## config.mk

```make
export PLATFORM = sky130hd
export DESIGN_NAME = sinh_taylor_series_check
export DESIGN_NICKNAME = d
export VERILOG_FILES = /design/src/rtl/sinh_pkg.sv /design/src/rtl/sinh_div.sv /design/src/rtl/sinh_taylor_series_check.sv
export SDC_FILE = /design/constraint.sdc
export NUM_CORES = 2
export LEC_CHECK = 0
export ABC_CLOCK_PERIOD_IN_PS = 18300
export BUFFER_PORTS_ARGS = -buffer_cell sky130_fd_sc_hd__buf_2
export CORE_UTILIZATION = 44
export CTS_CLUSTER_SIZE = 40
export DETAILED_ROUTE_END_ITERATION = 7
export PLACE_DENSITY = 0.68
export SETUP_SLACK_MARGIN = 0.5
export SKIP_CTS_REPAIR_TIMING = 1
export SLEW_MARGIN = 0
export SYNTH_ARGS = -nofsm -noshare
export SYNTH_HDL_FRONTEND = slang
export SYNTH_HIERARCHICAL = 1
export SYNTH_SLANG_ARGS = --single-unit
```

## constraint.sdc

```tcl
create_clock -name clk_i -period 18.3 [get_ports clk_i]
set_input_delay 2.745 -clock clk_i [delete_from_list [all_inputs] [get_ports clk_i]]
set_output_delay 2.745 -clock clk_i [all_outputs]
set_load 0.005 [all_outputs]
```

## src/rtl/sinh_pkg.sv

```systemverilog
// shared types and constants for the sinh series check
package sinh_pkg;

  localparam int XW        = 29;
  localparam int OW        = 36;
  localparam int TW        = 25;
  localparam int CW        = 6;
  localparam int AW        = 28;
  localparam int ACCW      = 56;
  localparam int DSW       = 15;
  localparam int EXP_TERMS = 48;
  localparam int MaxTermsDefault = 32;
  localparam logic [TW-1:0] TOL_RESET = TW'(16777);
  localparam logic [AW-1:0] X_LIMIT   = AW'(134217728);

  typedef enum logic [3:0] {
    ST_IDLE,
    ST_EXP_MUL,
    ST_EXP_DIV,
    ST_EXP_ACC,
    ST_SINH,
    ST_SER_MUL1,
    ST_SER_MUL2,
    ST_SER_DIV,
    ST_SER_ACC,
    ST_DONE
  } state_e;

  typedef struct packed {
    logic            start;
    logic [ACCW-1:0] dividend;
    logic [DSW-1:0]  divisor;
  } div_req_t;

endpackage

```

## src/rtl/sinh_div.sv

```systemverilog
// bit-serial unsigned divider, one quotient bit per cycle
module sinh_div (
  input  logic                clk_i,
  input  logic                rst_ni,
  input  sinh_pkg::div_req_t  req_i,
  output logic                done_o,
  output logic [sinh_pkg::ACCW-1:0] quot_o
);
  import sinh_pkg::*;

  localparam int SW = $clog2(ACCW + 1);

  logic [ACCW-1:0] quot_q, quot_d;
  logic [DSW-1:0]  rem_q, rem_d;
  logic [DSW-1:0]  dvs_q, dvs_d;
  logic [SW-1:0]   cnt_q, cnt_d;
  logic            busy_q, busy_d;
  logic [DSW:0]    trial;

  always_comb begin
    quot_d = quot_q;
    rem_d  = rem_q;
    dvs_d  = dvs_q;
    cnt_d  = cnt_q;
    busy_d = busy_q;
    trial  = {rem_q, quot_q[ACCW-1]};
    if (req_i.start) begin
      quot_d = req_i.dividend;
      rem_d  = '0;
      dvs_d  = req_i.divisor;
      cnt_d  = SW'(ACCW);
      busy_d = 1'b1;
    end else if (busy_q) begin
      if (trial >= {1'b0, dvs_q}) begin
        rem_d  = DSW'(trial - {1'b0, dvs_q});
        quot_d = {quot_q[ACCW-2:0], 1'b1};
      end else begin
        rem_d  = trial[DSW-1:0];
        quot_d = {quot_q[ACCW-2:0], 1'b0};
      end
      cnt_d = cnt_q - SW'(1);
      if (cnt_q == SW'(1)) busy_d = 1'b0;
    end
  end

  always_ff @(posedge clk_i or negedge rst_ni) begin
    if (!rst_ni) begin
      busy_q <= 1'b0;
      cnt_q  <= '0;
    end else begin
      busy_q <= busy_d;
      cnt_q  <= cnt_d;
    end
  end

  always_ff @(posedge clk_i) begin
    quot_q <= quot_d;
    rem_q  <= rem_d;
    dvs_q  <= dvs_d;
  end

  assign done_o = busy_q && (cnt_q == SW'(1));
  assign quot_o = quot_d;

endmodule

```

## src/rtl/sinh_taylor_series_check.sv

```systemverilog
// top level: sinh reference by exponential, taylor series to tolerance or MAX_TERMS
//
// usage: drive x_value_i and raise start while busy is low; the request is
// taken at that edge and busy rises the next cycle. configuration: the
// tolerance register is written through cfg_valid_i/cfg_ready_o with
// cfg_data_i; only write it while busy is low.
// sequence: each of the 47 exponential terms multiplies the term by x in
// two halves on the shared 28x28 multiplier, divides it serially by n and
// accumulates it; the ST_SINH state then forms sinh and x squared. each
// series term multiplies by x squared as four partial products, divides
// serially by 2k(2k+1), accumulates and compares with the tolerance, and
// ST_DONE stops or goes on. one request at a time; busy is high through
// the result cycle and the next request is taken at the earliest at the
// end of the cycle after the result.
// results appear on the *_o result ports for one cycle with done_o high; the
// receiver cannot stall, so the result must be taken in that cycle.
// reset clears the sequencer and restores tolerance to about 0.001.
module sinh_taylor_series_check #(
  parameter int MAX_TERMS = sinh_pkg::MaxTermsDefault
) (
  input  logic                           clk_i,
  input  logic                           rst_ni,
  input  logic                           start,
  output logic                           busy,
  input  logic signed [sinh_pkg::XW-1:0] x_value_i,
  input  logic                           cfg_valid_i,
  output logic                           cfg_ready_o,
  input  logic [sinh_pkg::TW-1:0]        cfg_data_i,
  output logic                           done_o,
  output logic signed [sinh_pkg::OW-1:0] sinh_value_o,
  output logic signed [sinh_pkg::OW-1:0] series_value_o,
  output logic [sinh_pkg::OW-1:0]        abs_difference_o,
  output logic [sinh_pkg::CW-1:0]        terms_used_o,
  output logic                           not_converged_o
);
  import sinh_pkg::*;

  localparam int KW = $clog2(MAX_TERMS + 2);
  localparam int NW = 6;
  localparam int PW = 2 * ACCW;

  state_e state_q, state_d;
  logic [TW-1:0]   tol_q;
  logic            neg_q, neg_d;
  logic [AW-1:0]   a_q, a_d;
  logic [ACCW-1:0] t_q, t_d;
  logic [ACCW+1:0] sp_q, sp_d;
  logic signed [ACCW+1:0] sm_q, sm_d;
  logic [NW-1:0]   n_q, n_d;
  logic [KW-1:0]   k_q, k_d;
  logic [DSW-1:0]  kdiv_q, kdiv_d;
  logic signed [OW-1:0] sinh_q, sinh_d, ser_q, ser_d;
  logic [OW-1:0]   diff_q, diff_d;
  logic [ACCW-1:0] smag_q, smag_d;
  logic [55:0]     x2_q, x2_d;
  logic [PW-1:0]   prod_q, prod_d;
  logic            half_q, half_d;
  logic            conv_q, conv_d;

  // shared multiplier: 28 bit factor times 28 bit slice of the other
  logic [27:0] mul_a;
  logic [27:0] mul_b;
  logic [55:0] mul_p;
  assign mul_p = 56'(mul_a) * 56'(mul_b);

  div_req_t        dreq;
  logic            ddone;
  logic [ACCW-1:0] dquot;

  sinh_div u_div (
    .clk_i  (clk_i),
    .rst_ni (rst_ni),
    .req_i  (dreq),
    .done_o (ddone),
    .quot_o (dquot)
  );

  logic signed [XW-1:0] xs;
  logic [ACCW+1:0]      ep_l, em_l;
  logic [OW-1:0]        mag;
  logic signed [OW:0]   dif;
  logic [OW-1:0]        adif;

  always_comb begin
    xs = x_value_i;
    if (xs > $signed({1'b0, X_LIMIT})) xs = $signed({1'b0, X_LIMIT});
    if (xs < -$signed({1'b0, X_LIMIT})) xs = -$signed({1'b0, X_LIMIT});
  end

  always_comb begin
    state_d = state_q;
    unique case (state_q)
      ST_IDLE:     if (start) state_d = ST_EXP_MUL;
      ST_EXP_MUL:  if (half_q) state_d = ST_EXP_DIV;
      ST_EXP_DIV:  if (ddone) state_d = ST_EXP_ACC;
      ST_EXP_ACC:  state_d = (n_q == NW'(EXP_TERMS - 1)) ? ST_SINH : ST_EXP_MUL;
      ST_SINH:     state_d = ST_SER_MUL1;
      ST_SER_MUL1: if (half_q) state_d = ST_SER_MUL2;
      ST_SER_MUL2: if (half_q) state_d = ST_SER_DIV;
      ST_SER_DIV:  if (ddone) state_d = ST_SER_ACC;
      ST_SER_ACC:  state_d = ST_DONE;
      ST_DONE:     state_d = (conv_q || k_q == KW'(MAX_TERMS)) ? ST_IDLE : ST_SER_MUL1;
      default:     state_d = ST_IDLE;
    endcase
  end

  always_comb begin
    neg_d = neg_q; a_d = a_q; t_d = t_q; sp_d = sp_q; sm_d = sm_q; n_d = n_q;
    k_d = k_q; sinh_d = sinh_q; ser_d = ser_q; diff_d = diff_q; smag_d = smag_q;
    x2_d = x2_q; prod_d = prod_q; half_d = half_q; conv_d = conv_q;
    kdiv_d = kdiv_q;
    dreq = '0;
    mul_a = a_q;
    mul_b = half_q ? t_q[55:28] : t_q[27:0];
    ep_l = '0; em_l = '0; mag = '0; dif = '0; adif = '0;
    unique case (state_q)
      ST_IDLE: if (start) begin
        neg_d = xs[XW-1];
        a_d   = xs[XW-1] ? AW'(-xs) : AW'(xs);
        t_d   = ACCW'(1) << 40;
        sp_d  = (ACCW+2)'(1) << 40;
        sm_d  = (ACCW+2)'(1) << 40;
        n_d   = NW'(1);
        half_d = 1'b0;
      end
      ST_EXP_MUL: begin
        if (!half_q) prod_d = PW'(mul_p);
        else prod_d = prod_q + (PW'(mul_p) << 28);
        half_d = ~half_q;
        if (half_q) begin
          dreq.start    = 1'b1;
          dreq.dividend = ACCW'((prod_q + (PW'(mul_p) << 28)) >> 24);
          dreq.divisor  = DSW'(n_q);
        end
      end
      ST_EXP_DIV: if (ddone) t_d = dquot;
      ST_EXP_ACC: begin
        sp_d = sp_q + (ACCW+2)'(t_q);
        sm_d = n_q[0] ? sm_q - $signed((ACCW+2)'(t_q)) : sm_q + $signed((ACCW+2)'(t_q));
        n_d  = n_q + NW'(1);
      end
      ST_SINH: begin
        ep_l = sp_q >> 16;
        em_l = sm_q[ACCW+1] ? '0 : {16'd0, sm_q[ACCW+1:16]};
        mag  = OW'((ep_l - em_l) >> 1);
        sinh_d = neg_q ? -$signed(mag) : $signed(mag);
        mul_b = a_q;
        x2_d  = mul_p;
        t_d   = ACCW'(a_q);
        smag_d = ACCW'(a_q);
        k_d   = KW'(1);
        kdiv_d = DSW'(6);
        half_d = 1'b0;
      end
      ST_SER_MUL1: begin
        // t * x2 as four 28x28 partial products, low half of x2 first, shift 48 total
        mul_a = x2_q[27:0];
        if (!half_q) prod_d = PW'(mul_p);
        else prod_d = prod_q + (PW'(mul_p) << 28);
        half_d = ~half_q;
      end
      ST_SER_MUL2: begin
        mul_a = x2_q[55:28];
        if (!half_q) prod_d = prod_q + (PW'(mul_p) << 28);
        else prod_d = prod_q + (PW'(mul_p) << 56);
        half_d = ~half_q;
        if (half_q) begin
          dreq.start    = 1'b1;
          dreq.dividend = ACCW'((prod_q + (PW'(mul_p) << 56)) >> 48);
          dreq.divisor  = kdiv_q;
        end
      end
      ST_SER_DIV: if (ddone) t_d = dquot;
      ST_SER_ACC: begin
        smag_d = smag_q + t_q;
        ser_d  = neg_q ? -$signed(OW'(smag_q + t_q)) : $signed(OW'(smag_q + t_q));
        dif    = (OW+1)'(sinh_q) - (OW+1)'(ser_d);
        adif   = dif[OW] ? OW'(-dif) : OW'(dif);
        diff_d = adif;
        conv_d = adif < OW'(tol_q);
      end
      ST_DONE: if (!(conv_q || k_q == KW'(MAX_TERMS))) begin
        k_d = k_q + KW'(1);
        // (2k+2)(2k+3) = 2k(2k+1) + 8k + 6
        kdiv_d = kdiv_q + DSW'({k_q, 3'b000}) + DSW'(6);
      end
      default: ;
    endcase
  end

  always_ff @(posedge clk_i or negedge rst_ni) begin
    if (!rst_ni) begin
      state_q <= ST_IDLE;
      tol_q   <= TOL_RESET;
      half_q  <= 1'b0;
      conv_q  <= 1'b0;
    end else begin
      state_q <= state_d;
      half_q  <= half_d;
      conv_q  <= conv_d;
      if (cfg_valid_i && cfg_ready_o) tol_q <= cfg_data_i;
    end
  end

  always_ff @(posedge clk_i) begin
    neg_q <= neg_d; a_q <= a_d; t_q <= t_d; sp_q <= sp_d; sm_q <= sm_d;
    n_q <= n_d; k_q <= k_d; sinh_q <= sinh_d; ser_q <= ser_d; diff_q <= diff_d;
    smag_q <= smag_d; x2_q <= x2_d; prod_q <= prod_d; kdiv_q <= kdiv_d;
  end

  assign busy        = (state_q != ST_IDLE);
  assign cfg_ready_o = 1'b1;
  assign done_o = (state_q == ST_DONE) && (conv_q || k_q == KW'(MAX_TERMS));
  assign sinh_value_o     = sinh_q;
  assign series_value_o   = ser_q;
  assign abs_difference_o = diff_q;
  assign terms_used_o     = CW'(k_q + KW'(1));
  assign not_converged_o  = ~conv_q;

`ifndef SYNTHESIS
  a_done_busy: assert property (@(posedge clk_i) disable iff (!rst_ni)
    done_o |-> busy) else $error("result outside busy");
  a_done_idle: assert property (@(posedge clk_i) disable iff (!rst_ni)
    done_o |=> !busy) else $error("busy after result");
  a_k_bound: assert property (@(posedge clk_i) disable iff (!rst_ni)
    busy |-> k_q <= KW'(MAX_TERMS) || state_q != ST_DONE) else $error("k past limit");
`endif

endmodule
```

==> summary.txt <==
Area Overhead vs Synth = 8.23%
PwrDens = 40.7 nW/um2
ys async rst share = 0.0607
RSZ-0062 raised after global routing = false
clk_skew = 39.2 ps
Ys Warns = 6
Post-DP Area = 75,500 um2
CP Max Fanout = 58
HPWL Detailed = 192,000 um
Slew HR = 0.107
CTS H-tree lvls = 3
area of the multi-input gates = 49,600 um2
I/O pin cnt = 176
reg2reg start = state_q[3]
largest net degree at the start of global routing = 110
drt first-iter violations = 5,601
worst-margin pin slew = 1320 ps
largest stage delay on the critical path = 1030 ps
die width = 407 um
Post-Synthesis Cell Area = 72,200 um2
Avg WL per Cell = 23.3 um
Post-Synthesis Cells = 8,169
GRT Overall Usage = 0.291
vias per cell = 5.80
GP Congestion = 1.00
Req. time, crit path = 18,840 ps
worst setup path startpoint = state_q[3]
slowest cell on the critical path = o21a_1
Setup crit end = t_q[52]
initial antenna violation count = 8
FF-to-FF End = t_q[52]
type of the worst setup path = register to register
TritonRoute pass-1 iters = 7
largest cells by area after synthesis = edfxtp_1, fa_1, ha_1
register-to-register setup slack = 4110 ps
worst path arrival time = 14,730 ps
maxcap violations = 0
largest area contributor in the netlist = edfxtp_1
CP Capture Type = register
Layout Nets = 9,523
Main synth FF type = edfxtp_1
Tcrit/Tclk final = 0.776
total CTS buffers = 75
Die Span Y = 407 um
initial core utilization = 0.444
clk_lat worst skew = 700 ps
post-synthesis sequential area ratio = 0.248
full die area = 166,000 um2
post-route cell area = 78,100 um2
total global routing overflow = 0
first-pass GRT wire length = 364,000 um
Worst VDD drop = 0.0571 mV
layout cells sized above 1 = 0.0607
Cell Rows = 148
WL final = 244,000 um
CTS Buffer Depth = 3
number of synthesized register bits = 626
Port-buffer cells = 174
Hold WC Path Type = register to register
vias = 60,600
Synth cell types = 98
DRT antenna net count = 0
Sinks on Clock Net = 626
status = complete, no violations
Fin. Hold Viols = 0
drt drc = 0
top-area cell type share of the netlist area = 0.215
CTS tree = done
core box area = 163,000 um2
PnR Total Power = 3.18 mW
Clock Pin Slew Worst Setup and Hold Paths = 60 ps
Syn Nets = 9,494
flip-flop and latch area = 17,900 um2
number of global-route vias before repair = 59,300
Syn Area/Cell = 8.84 um2
post-layout util = 0.480
setup_tns = 0 ps
FILL cells = 15,400
Final Max Slew Viols = 0
root buffer cell = clkbuf_16
final setup vio count = 0
Setup crit start kind = register
FF-to-FF path depth = 41
Post-synth EDFFs = 517
LEAKAGE = 34.5 nW
f_max = 70.4 MHz
minimum clock period = 14,190 ps
-- flip-flops by register name, summed over array words and instances (netlist names), 4 cells and up --
| signal | count |
|---|---|
| prod_q | 80 |
| sm_q | 58 |
| state_q | 4 |
| n_q | 6 |
| kdiv_q | 14 |
| x2_q | 56 |
| sp_q | 53 |
| sinh_value_o | 36 |
| u_div/rem_q | 15 |
| u_div/cnt_q | 6 |
| tol_q | 25 |
| u_div/dvs_q | 15 |
| a_q | 28 |
| abs_difference_o | 36 |
| u_div/quot_q | 56 |
| smag_q | 36 |
| t_q | 56 |
| series_value_o | 36 |
| k_q | 6 |
-- layout make-up --
| type | instances | share of cell area |
|---|---|---|
| Multi-Input combinational cell | 6244 | 0.635 |
| Sequential cell | 626 | 0.229 |
| Inverter | 967 | 0.0465 |
| Tap cell | 2175 | 0.0348 |
| Clock buffer | 100 | 0.0268 |
| Timing Repair Buffer | 284 | 0.0217 |
| Clock inverter | 38 | 0.00620 |
| Antenna cell | 5 | 0.000160 |
-- layer usage --
metal | vias up | GRT usage | share of wire
li1 | 27600 | - | -
met1 | 29700 | 0.367 | 0.39
met2 | 2627 | 0.468 | 0.46
met3 | 586 | 0.0627 | 0.088
met4 | 8 | 0.154 | 0.059
met5 | - | 0.00119 | 0.00023
-- kinds of logic (layout without fill, tap and decap cells) --
family | after synthesis | after routing | share of synthesized area
AOI/OAI and AO/OA | 1707 | 1707 | 0.151
xor gates and xnor gates | 553 | 553 | 0.0671
adders and majority gates | 1267 | 1267 | 0.291
buffers and inverters | 1299 | 1389 | 0.0678
DFF | 626 | 626 | 0.248
muxes | 105 | 105 | 0.0147
other | 1 | 6 | 0.0000519
and+or+nand+nor | 2611 | 2611 | 0.161
-- cell usage after synthesis (15+ instances only) --
master    instances
a211oi_1         52
dfrtp_1          33
o21a_1           96
mux2i_1         100
a21oi_1         424
buf_1            26
a21o_1          250
fa_1            682
xor2_1          188
nor2b_1          65
o21bai_1         48
edfxtp_1        517
or2_2            19
clkbuf_1        301
nor3_1           94
inv_1           965
nand3_1          86
o21ai_0         435
o21ai_1          15
nor3b_1          15
nor4_1           32
nand4_1          52
o31ai_1          33
or3_1            29
and2_1           81
o211ai_1         19
a22oi_1          31
xnor2_1         365
dfxtp_1          71
nor2_1          856
a21boi_0         17
o22ai_1          28
ha_1            585
nand2b_1        109
a22o_1           23
a31oi_1          64
and3_1           97
nand2_1        1004
-- cell usage in the layout (no fill, tap or decap), types with 48 or more instances in the layout --
cell          n
nor3_1       92
nand2_1    1002
xor2_1      188
a21o_1      250
edfxtp_1    517
a21oi_1     418
dfxtp_1      71
buf_4       110
nor2b_1      64
and2_1       81
xnor2_1     365
a31oi_1      64
o21ai_0     429
fa_1        682
o21bai_1     48
o21a_1       96
nor2_1      853
clkbuf_16    79
nand4_1      52
mux2i_1     100
buf_2       174
a211oi_1     52
and3_1       96
ha_1        585
inv_1       965
nand2b_1    108
nand3_1      84
-- power breakdown --
group / switching, mW / internal [mW] / total, mW / leakage (nW)
Sequential: 0.00135 / 1.53 / 1.53 / 5.41
Clock: 0.661 / 0.939 / 1.60 / 1.25
Combinational: 0.0298 / 0.0184 / 0.0482 / 27.8
-- worst max-delay path, delay by kind of cell (launching register included) --
| family | cells | cell delay, ps |
|---|---|---|
| AOI/OAI and AO/OA | 13 | 4740 |
| adders and majority gates | 9 | 4080 |
| and+or+nand+nor | 10 | 2120 |
| buffers and inverters | 7 | 1500 |
| xor gates and xnor gates | 2 | 900 |
| DFF | 1 | 580 |
-- per-stage QoR --
stage,std cells,hold WS (ps),setup WS [ps]
detailed placement,10300,487,4470
global placement,10300,485,4410
finish,10400,499,4110
floorplan,8169,464,4840
CTS,10400,496,4390
global route,10400,530,3440
-- worst min path at each step --
stage	depth (start not counted)	slack, ps	end	start
finish	2	500	u_div/rem_q[8]	u_div/rem_q[7]
global placement	2	490	u_div/rem_q[8]	u_div/rem_q[7]
detailed placement	2	490	u_div/rem_q[8]	u_div/rem_q[7]
global route	2	530	u_div/rem_q[8]	u_div/rem_q[8]
floorplan	2	460	u_div/rem_q[13]	u_div/rem_q[12]
CTS	2	500	u_div/rem_q[8]	u_div/rem_q[7]
(Power assumes the default switching activity.)
